$ cat config.mk
export PLATFORM = sky130hd
export DESIGN_NAME = utb_ram
export DESIGN_NICKNAME = d
export VERILOG_FILES = /design/src/hdl/assert_macros.svh /design/src/hdl/utb_ram.sv
export SDC_FILE = /design/constraint.sdc
export NUM_CORES = 1
export LEC_CHECK = 0
export BUFFER_PORTS_ARGS = -buffer_cell sky130_fd_sc_hd__buf_2
export CORE_ASPECT_RATIO = 1.75
export CORE_MARGIN = 2
export CORE_UTILIZATION = 50
export CTS_CLUSTER_DIAMETER = 120
export DETAILED_ROUTE_END_ITERATION = 6
export GPL_TIMING_DRIVEN = 0
export PLACE_DENSITY = 0.69
export SKIP_CTS_REPAIR_TIMING = 1
export SYNTH_ARGS = -nofsm -noshare
export SYNTH_HDL_FRONTEND = slang
export SYNTH_SLANG_ARGS = --single-unit
$ cat constraint.sdc
create_clock -name clk -period 2 [get_ports clk]
set_input_delay 0.2 -clock clk [delete_from_list [all_inputs] [get_ports clk]]
set_output_delay 0.2 -clock clk [all_outputs]
set_load 0.03 [all_outputs]
$ cat src/hdl/assert_macros.svh
// assertion macros for the transmit buffer rtl
`ifndef ASSERT_MACROS_SVH
`define ASSERT_MACROS_SVH

// consequent must hold in the same cycle as the antecedent
`define UTB_ASSERT_NOW(lbl, ante, cons) \
  lbl: assert property (@(posedge clk) disable iff (rst) (ante) |-> (cons)) \
    else $error("utb check failed");

// consequent must hold in the cycle after the antecedent
`define UTB_ASSERT_NEXT(lbl, ante, cons) \
  lbl: assert property (@(posedge clk) disable iff (rst) (ante) |=> (cons)) \
    else $error("utb check failed");

`endif

$ cat src/hdl/utb_ram.sv
// generic single write port, single read port ram with registered read
`timescale 1ns / 1ps
`default_nettype none

module utb_ram #(
  parameter int WIDTH = 8,
  parameter int DEPTH = 64
) (
  input  logic                     clk,
  input  logic                     wr_en,
  input  logic [$clog2(DEPTH)-1:0] wr_addr,
  input  logic [WIDTH-1:0]         wr_data,
  input  logic                     rd_en,
  input  logic [$clog2(DEPTH)-1:0] rd_addr,
  output logic [WIDTH-1:0]         rd_data
);

  logic [WIDTH-1:0] mem [DEPTH];

  always_ff @(posedge clk) begin
    if (wr_en) begin
      mem[wr_addr] <= wr_data;
    end
    if (rd_en) begin
      rd_data <= mem[rd_addr];
    end
  end

endmodule

`default_nettype wire

==> results.json <==
{
  "vias": 9746,
  "drtIter0Drc": 996,
  "p_int_mw": 17.3,
  "worst_slew_pin_slew_ps": 1330,
  "crit_required_ps": 2290,
  "critPathArrivalTime_ps": 2380,
  "hold-worst-slack_ps": 170,
  "end_kind": "register",
  "dpl.hpwl_um": 31500,
  "drt_first_pass_iters": 6,
  "vdd_drop_max_v": 0.000677,
  "p_sw_mw": 4.56,
  "grt_max_degree": 65,
  "synth_seq_cells": 520,
  "clock_insertion_delay_worst_skew_ps": 560,
  "ys_seq_area_share_pct": 77.1,
  "violations": "setup timing",
  "crit_type": "reg2reg",
  "synth_top_area_share_pct": 77.1,
  "diodes": 0,
  "timing_hold_violations_final": 0,
  "grt_usage_pct": 23.2,
  "slew_headroom_pct": 11.3,
  "synth_area_leaders": "edfxtp_1, mux4_2, nor2_1",
  "cts_buffer_depth": 3,
  "drv_cap": 0,
  "synth_cell_types": 39,
  "yosysMostFrequentCell": "edfxtp_1",
  "cp-start-kind": "register",
  "portBuffers": 22,
  "timing.fmax_ghz": 0.478,
  "setup_violations": 7,
  "power_density_nw_per_um2": 966,
  "synth_edf_count": 520,
  "placedInstanceArea_um2": 21000,
  "root_buffer": "clkbuf_16",
  "n_fill_cell": 2945,
  "p_leak_nw": 7.01,
  "cts_buffers": 44,
  "min_period_over_period_pct": 105,
  "netSwitchingFraction_pct": 20.8,
  "path_max_fanout": 1,
  "syn-num-nets": 963,
  "fp-row-count": 97,
  "hold_start": "rd_addr[5]",
  "syn_inst": 940,
  "fin_crit_ps": 2090,
  "combPwrFrac_pct": 5.9,
  "cts_tree": "done",
  "r2r_cells": 5,
  "hold_end": "rd_data[3]$_DFFE_PP_",
  "p_total_mw": 21.9,
  "die_h_um": 270,
  "ys_warn_count": 0,
  "clk_pin_slew_ps": 60,
  "drc_errors": 0,
  "clock-sinks": 520,
  "synth_commonest_cells": "edfxtp_1, mux4_2, nor2_1, mux2i_1, nand2_1",
  "pwr-share-seq_pct": 55.3,
  "synth_area_leader_cell": "edfxtp_1",
  "r2r-start": "mem[7][1]$_DFFE_PP_",
  "synth_top_flop_cell": "edfxtp_1",
  "whs_path_depth": 2,
  "fin_nets": 1033,
  "grt_pass1_wl_um": 68600,
  "avgSynthCellArea_um2": 21.5,
  "grt_pass1_vias": 10034,
  "via_per_inst": 6.35,
  "synthArstFlopShare_pct": 0,
  "wl_um": 47800,
  "grt_setup_unrepaired": "yes",
  "ioPinCount": 31,
  "antenna_found_initial": 0,
  "core_area_um2": 40100,
  "syn2layout_area_growth_pct": 11.9,
  "rr_endpoint": "rd_data[1]$_DFFE_PP_",
  "reg2reg_slack_ps": -90,
  "antenna_left": 0,
  "routedWlPerCell_um": 31.2,
  "utilization_pct": 56.6,
  "skew_ps": 9.86,
  "syn_area_um2": 20200,
  "fin_ws_ps": -90.9,
  "start_util_pct": 50.6,
  "slew_viol_final": 0,
  "dieArea_um2": 42200,
  "layout-drive-gt1-share_pct": 28.1,
  "grt-ovfl-total": 0,
  "status": "finished, violations left",
  "cts_max_level": 2,
  "worst_hold_path_type": "in2reg",
  "p_clk_share_pct": 38.8,
  "place_congestion": 0.916,
  "die_w_um": 156,
  "stdcell_area_um2": 22700
}
==> routing by layer <==
metal | track usage [%] | routed length (um) | share of wire (%)
met1 | 27.0 | 16100 | 34
met4 | 12.7 | 3050 | 6.4
met3 | 2.84 | 2870 | 6.0
met5 | 0 | 0 | 0
met2 | 41.7 | 25800 | 54
==> power by group through the flow <==
stage	Clock [mW]	Sequential [mW]	Combinational [mW]
6_report	8.49	12.1	1.30
3_5_place_dp	0	12.3	1.21
3_3_place_gp	0	12.3	1.19
5_1_grt	8.95	12.1	1.35
2_1_floorplan	0	12.4	0.644
4_1_cts	8.58	12.1	1.22
==> area by class of cell <==
type                    count  area [um2]  share of cell area [%]
flip-flops and latches    520       15600                    68.9
multi-input cells         369        4530                    20.0
clock buffers              60        1180                    5.22
well taps                 495         619                    2.73
plain buffers              51         378                    1.67
clock inverters            17         203                   0.895
repair buffers             24         128                   0.563
==> worst max-delay path, stage by stage (launching register included) <==
cell and delay, ps:
edfxtp_1 360, mux4_2 510, mux4_2 560, nor2_2 140
nor3_1 90, o2bb2ai_2 180
==> kinds of logic (layout without fill, tap and decap cells) <==
family / Yosys count / count (layout) / share of synthesized area [%]
muxes: 162 / 162 / 15.9
and+or+nand+nor: 153 / 153 / 3.37
DFF: 520 / 520 / 77.1
AOI/OAI and AO/OA: 54 / 54 / 2.06
buffers and inverters: 51 / 152 / 1.56
==> stage by stage <==
| stage | std cells | setup slack [ps] | setup TNS, ps |
|---|---|---|---|
| after floorplan | 940 | 21.4 | 0 |
| after global placement | 1457 | -1090 | -144990 |
| after detailed placement | 1457 | -1100 | -159140 |
| after CTS | 1534 | -499 | -3720 |
| after global routing | 1536 | -96.0 | -715 |
| final | 1536 | -90.9 | -265 |
==> registers in the layout, summed over array words and instances (netlist names) <==
| signal | count |
|---|---|
| mem | 512 |
| rd_data | 8 |
==> how the worst max path moves through the flow <==
stage                   startpoint              endpoint  slack, ps  cells past startpoint
2_1_floorplan           rd_addr[0]  rd_data[3]$_DFFE_PP_         20                      6
3_3_place_gp            rd_addr[1]  rd_data[7]$_DFFE_PP_      -1090                      8
3_5_place_dp            rd_addr[1]  rd_data[7]$_DFFE_PP_      -1100                      8
4_1_cts                 rd_addr[1]  rd_data[5]$_DFFE_PP_       -500                      7
5_1_grt        mem[4][1]$_DFFE_PP_  rd_data[1]$_DFFE_PP_       -100                      5
6_report       mem[7][1]$_DFFE_PP_  rd_data[1]$_DFFE_PP_        -90                      5
==> placed cells by master (no fill, tap or decap), types with 4 or more instances in the layout <==
cell type    n
bufinv_16    5
clkbuf_1    24
buf_6       11
clkinv_2     6
mux2i_1     23
nor2b_1     14
nor2_1      70
nand2_1     19
clkbuf_16   45
a211oi_1     4
buf_2       25
o22ai_1      8
nor2_2      13
nand3_1     12
edfxtp_1   520
clkbuf_2     9
clkbuf_4     8
mux2_2      11
mux4_2     126
o221ai_1     8
nand2b_1     7
clkinv_1     6
buf_4        8
(Power assumes the default switching activity.)
