$ cat src/hdl/assert_macros.svh
// assertion macros for the transmit buffer rtl
`ifndef ASSERT_MACROS_SVH
`define ASSERT_MACROS_SVH

// consequent must hold in the same cycle as the antecedent
`define UTB_ASSERT_NOW(lbl, ante, cons) \
  lbl: assert property (@(posedge clk) disable iff (rst) (ante) |-> (cons)) \
    else $error("utb check failed");

// consequent must hold in the cycle after the antecedent
`define UTB_ASSERT_NEXT(lbl, ante, cons) \
  lbl: assert property (@(posedge clk) disable iff (rst) (ante) |=> (cons)) \
    else $error("utb check failed");

`endif

$ cat src/hdl/utb_pkg.sv
// types, codes and defaults of the uart transmit ring buffer
`timescale 1ns / 1ps
`default_nettype none

package utb_pkg;

  localparam int BUF_DEPTH_DEF = 64;
  localparam int BURST_MAX_DEF = 16;
  localparam int LEVEL_W       = 7;

  typedef logic [1:0]         kind_t;
  typedef logic [LEVEL_W-1:0] level_t;

  localparam logic  CMD_PUT   = 1'b0;
  localparam logic  CMD_DRAIN = 1'b1;

  localparam kind_t KIND_SENT   = 2'd0;
  localparam kind_t KIND_NONE   = 2'd1;
  localparam kind_t KIND_REJECT = 2'd2;

  typedef struct packed {
    logic       cmd;
    logic [7:0] data_byte;
    logic       tx_ready;
  } in_word_t;

  typedef struct packed {
    kind_t      kind;
    logic [7:0] tx_byte;
    logic       last;
    level_t     level;
  } out_word_t;

  // controller to output stage
  typedef struct packed {
    logic   issue;
    logic   last;
    level_t level;
    logic   st_valid;
    kind_t  st_kind;
    level_t st_level;
  } ctrl_req_t;

  // output stage to controller
  typedef struct packed {
    logic can_issue;
    logic st_taken;
  } ctrl_rsp_t;

endpackage

`default_nettype wire

$ cat src/hdl/utb_stream_if.sv
// valid/ready channel carrying one word of a given payload type
`timescale 1ns / 1ps
`default_nettype none

interface utb_stream_if #(parameter type payload_t = logic);

  logic     valid;
  logic     ready;
  payload_t data;

  modport source (output valid, output data, input ready);
  modport sink (input valid, input data, output ready);

endinterface

`default_nettype wire

$ cat src/hdl/utb_out_stage.sv
// read-data stage and output register of the transmit buffer
`timescale 1ns / 1ps
`default_nettype none

module utb_out_stage (
  input  logic               clk,
  input  logic               rst,
  input  utb_pkg::ctrl_req_t req,
  output utb_pkg::ctrl_rsp_t rsp,
  input  logic [7:0]         rd_data,
  utb_stream_if.source       out_ch
);

  import utb_pkg::*;

  logic      pend_valid;
  logic      pend_last;
  level_t    pend_level;
  logic      out_valid;
  out_word_t out_word;

  logic out_free;
  logic load_pend;
  logic load_st;

  assign out_free  = !out_valid || out_ch.ready;
  assign load_pend = pend_valid && out_free;
  // status word waits until every byte read earlier has moved on
  assign load_st   = req.st_valid && !pend_valid && out_free;

  always_comb begin
    rsp.can_issue = !pend_valid || load_pend;
    rsp.st_taken  = load_st;
  end

  always_ff @(posedge clk) begin
    if (rst) begin
      pend_valid <= 1'b0;
      out_valid  <= 1'b0;
    end else begin
      if (req.issue) begin
        pend_valid <= 1'b1;
      end else if (load_pend) begin
        pend_valid <= 1'b0;
      end
      if (load_pend || load_st) begin
        out_valid <= 1'b1;
      end else if (out_ch.ready) begin
        out_valid <= 1'b0;
      end
    end
  end

  always_ff @(posedge clk) begin
    if (req.issue) begin
      pend_last  <= req.last;
      pend_level <= req.level;
    end
    if (load_pend) begin
      out_word <= '{kind: KIND_SENT, tx_byte: rd_data, last: pend_last, level: pend_level};
    end else if (load_st) begin
      out_word <= '{kind: req.st_kind, tx_byte: 8'h00, last: 1'b1, level: req.st_level};
    end
  end

  assign out_ch.valid = out_valid;
  assign out_ch.data  = out_word;

endmodule

`default_nettype wire

$ cat src/flat_wrapper.sv
// flat-port wrapper written by rule: the top's interface ports become plain ports
module utb_out_stage_flat import utb_pkg::*;
  (clk, rst, req, rsp, rd_data, out_ch_valid, out_ch_data, out_ch_ready);
  utb_stream_if out_ch_i ();
  input  logic clk;
  input  logic rst;
  input  utb_pkg::ctrl_req_t req;
  output utb_pkg::ctrl_rsp_t rsp;
  input  logic [7:0] rd_data;
  output wire logic [$bits(out_ch_i.valid)-1:0] out_ch_valid;
  output wire logic [$bits(out_ch_i.data)-1:0] out_ch_data;
  input wire logic [$bits(out_ch_i.ready)-1:0] out_ch_ready;
  assign out_ch_valid = out_ch_i.valid;
  assign out_ch_data = out_ch_i.data;
  assign out_ch_i.ready = out_ch_ready;
  utb_out_stage u_core (.clk(clk), .rst(rst), .req(req), .rsp(rsp), .rd_data(rd_data), .out_ch(out_ch_i));
endmodule
$ cat config.mk
export PLATFORM = sky130hd
export DESIGN_NAME = utb_out_stage_flat
export DESIGN_NICKNAME = d
export VERILOG_FILES = /design/src/hdl/assert_macros.svh /design/src/hdl/utb_pkg.sv /design/src/hdl/utb_stream_if.sv /design/src/hdl/utb_out_stage.sv /design/src/flat_wrapper.sv
export SDC_FILE = /design/constraint.sdc
export NUM_CORES = 1
export LEC_CHECK = 0
export BUFFER_PORTS_ARGS = -buffer_cell sky130_fd_sc_hd__buf_2
export CAP_MARGIN = 20
export CORE_AREA = 3 3 40 42
export CTS_BUF_LIST = sky130_fd_sc_hd__clkbuf_4 sky130_fd_sc_hd__clkbuf_8 sky130_fd_sc_hd__clkbuf_16
export DETAILED_ROUTE_END_ITERATION = 8
export DIE_AREA = 0 0 43 45
export SYNTH_ARGS = -nofsm -noshare
export SYNTH_HDL_FRONTEND = slang
export SYNTH_SLANG_ARGS = --single-unit
$ cat constraint.sdc
create_clock -name clk -period 1.1 [get_ports clk]
set_input_delay 0.22 -clock clk [delete_from_list [all_inputs] [get_ports clk]]
set_output_delay 0.22 -clock clk [all_outputs]
set_load 0.01 [all_outputs]
==> reports/results.txt <==
Clock share of power: 0.489
Yosys reg bits: 4
Max Root-Sink Buffers: 2
Pre-antenna DRT Iters: 1
Setup crit end kind: output port
Ant diodes: 0
Worst slew pin tran: 178 ps
Seq/Total Area, Yosys: 0.571
Fraction of power spent switching nets: 0.203
CP Class: flop to output port
Most frequent cells in the layout: 10 x buf_2, 4 x clkbuf_4, 3 x nor2_1
Routed WL: 363 um
Pint: 365 uW
Critical Path RT: 880 ps
Mapped cell area: 175 um2
Share of layout cells above drive strength 1: 0.677
Worst VDD drop: 0.328 mV
Reg area: 101 um2
FMAX: 804 MHz
Setup Skew: 9.29 ps
Die Ht: 45 um
Net Count, Synth: 46
Fin cells: 46
Initial antenna violation count: 0
First-pass GRT wire length: 614 um
Avg WL per Cell: 7.89 um
Largest net degree at the start of global routing: 6
Relative slew margins: 0.881
P_sw: 93.1 uW
Flop pwr share: 0.384
Via count of the routed design: 160
HPWL Detailed: 301 um
Tcrit/Tclk final: 1.13
Drt via density: 3.48
Hold Path Class: input port to flop
# setup viols final: 2
Min cycle time layout: 1240 ps
CTS tree: built
Tot GR Track Use: 0.0492
Num rows: 13
Clock Sinks: 4
Drc violations: 0
Setup WS post-layout: -143 ps
Nets: 62
Syn Inst Count: 16
Fillers: 150
Synth Warn #: 0
Max cap viols: 0
Vias in the first global route: 157
Area of the multi-input gates: 73.8 um2
RSZ-0062 raised after global routing: yes
Clock Tree Root: clkbuf_4
Routed Antenna Nets: 0
Syn-to-layout area delta: 65.0%
Initial Utilization: 0.136
Chip Width: 43 um
Layout Cell Area excl Fill: 289 um2
Cell variety after synth: 10
Core Area: 1280 um2
Port-buffer cells: 10
Die area: 1940 um2
Arr. time, crit path: 1020 ps
Hold-fix buffers, CTS: 0
DP Area: 236 um2
Max FO, Critical Path: 3
Pwr Density: 1580 nW/um2
Leak Pwr: 0.137 nW
Setup tns final: -184 ps
Max Slew Vio Count: 0
Congestion Overflow GR: 0
Logic gate share of total power: 0.126
RePlAce Congestion: 0.638
Most common cell after layout, fill and taps aside: buf_2
Worst-path clk slew: 30 ps
IO Count: 34
Pwr Total: 458 uW
Cts bufs inserted: 3
Initial DRC Count: 0
Placed Instances: 40
CP startpoint kind: flop
Failing checks: negative setup slack
Worst-Skew Late Latency: 240 ps
H-tree levels: 1
Status: finished, violations left
Final Hold Viols: 0
Synthesized area per cell: 10.9 um2
==> worst max-delay path: stages (launching register included) <==
cell,delay (ps)
dfxtp_2,310
and2b_2,210
nor3b_2,140
buf_2,140
==> area by class of cell <==
| class | instances | share of cell area |
|---|---|---|
| sequential | 4 | 0.351 |
| timing repair buffer | 12 | 0.225 |
| tap | 15 | 0.0649 |
| multi-input combinational | 11 | 0.255 |
| clock buffer | 4 | 0.104 |
==> sequential cells by signal (all words and copies together) (netlist names) <==
name,count
u_core.pend_valid,1
u_core.out_ch.valid,1
u_core.pend_level,1
u_core.out_ch.data,1
==> cells in the mapped netlist (all sizes together) <==
cell type / count / share of area
nor3b: 1 / 0.043
a21oi: 2 / 0.057
nor2: 3 / 0.064
dfxtp: 2 / 0.23
buf: 1 / 0.043
mux2: 1 / 0.086
nand2: 2 / 0.043
and2b: 1 / 0.043
edfxtp: 2 / 0.34
nand2b: 1 / 0.050
==> what timing repair did <==
item / CTS / global route
setup buffers: 2 / 0
resized for setup: 3 / 0
pin swaps: 0 / 0
setup endpoints to repair: 2 / 3
hold endpoints to repair: 0 / 0
==> power by group through the flow <==
stage | combinational, mW | sequential [mW] | clock (mW)
2_1_floorplan | 0.0262 | 0.181 | 0
3_3_place_gp | 0.0489 | 0.178 | 0
3_5_place_dp | 0.0496 | 0.179 | 0
4_1_cts | 0.0592 | 0.176 | 0.234
5_1_grt | 0.0655 | 0.177 | 0.257
6_report | 0.0578 | 0.176 | 0.224
==> layer usage <==
metal,part of all wire,vias to the layer above,GRT usage
met5,0,-,0
met4,0,0,0.0723
met3,0.12,0,0.0359
met2,0.46,7,0.0599
met1,0.42,71,0.0437
li1,-,82,-
==> cells by family (layout without fill, tap and decap cells) <==
kind of cell | count (synthesis) | in the layout | share of synthesized area
mux | 1 | 1 | 0.0857
simple gates | 8 | 8 | 0.243
buf+inv | 1 | 16 | 0.0429
flops | 4 | 4 | 0.571
compound gates | 2 | 2 | 0.0571
==> per-stage QoR <==
stage	utilization	hold slack, ps	setup WS (ps)
floorplan	-	289	26.9
CTS	0.225	149	-163
global placement	0.184	394	-18.7
detailed placement	0.184	401	-26.3
finish	0.225	155	-143
global route	0.225	139	-236
==> worst paths after layout <==
check	start	endpoint	slack, ps	depth (start not counted)
setup / recovery	u_core.out_ch.valid	rsp[0]	-140	3
hold / removal	rst	u_core.out_ch.valid	160	2
setup reg to reg	u_core.out_ch.valid	u_core.out_ch.data	10	4
hold reg to reg	u_core.pend_level[0]	u_core.out_ch.data	550	1
No activity file was read; power rests on OpenSTA's default activity.
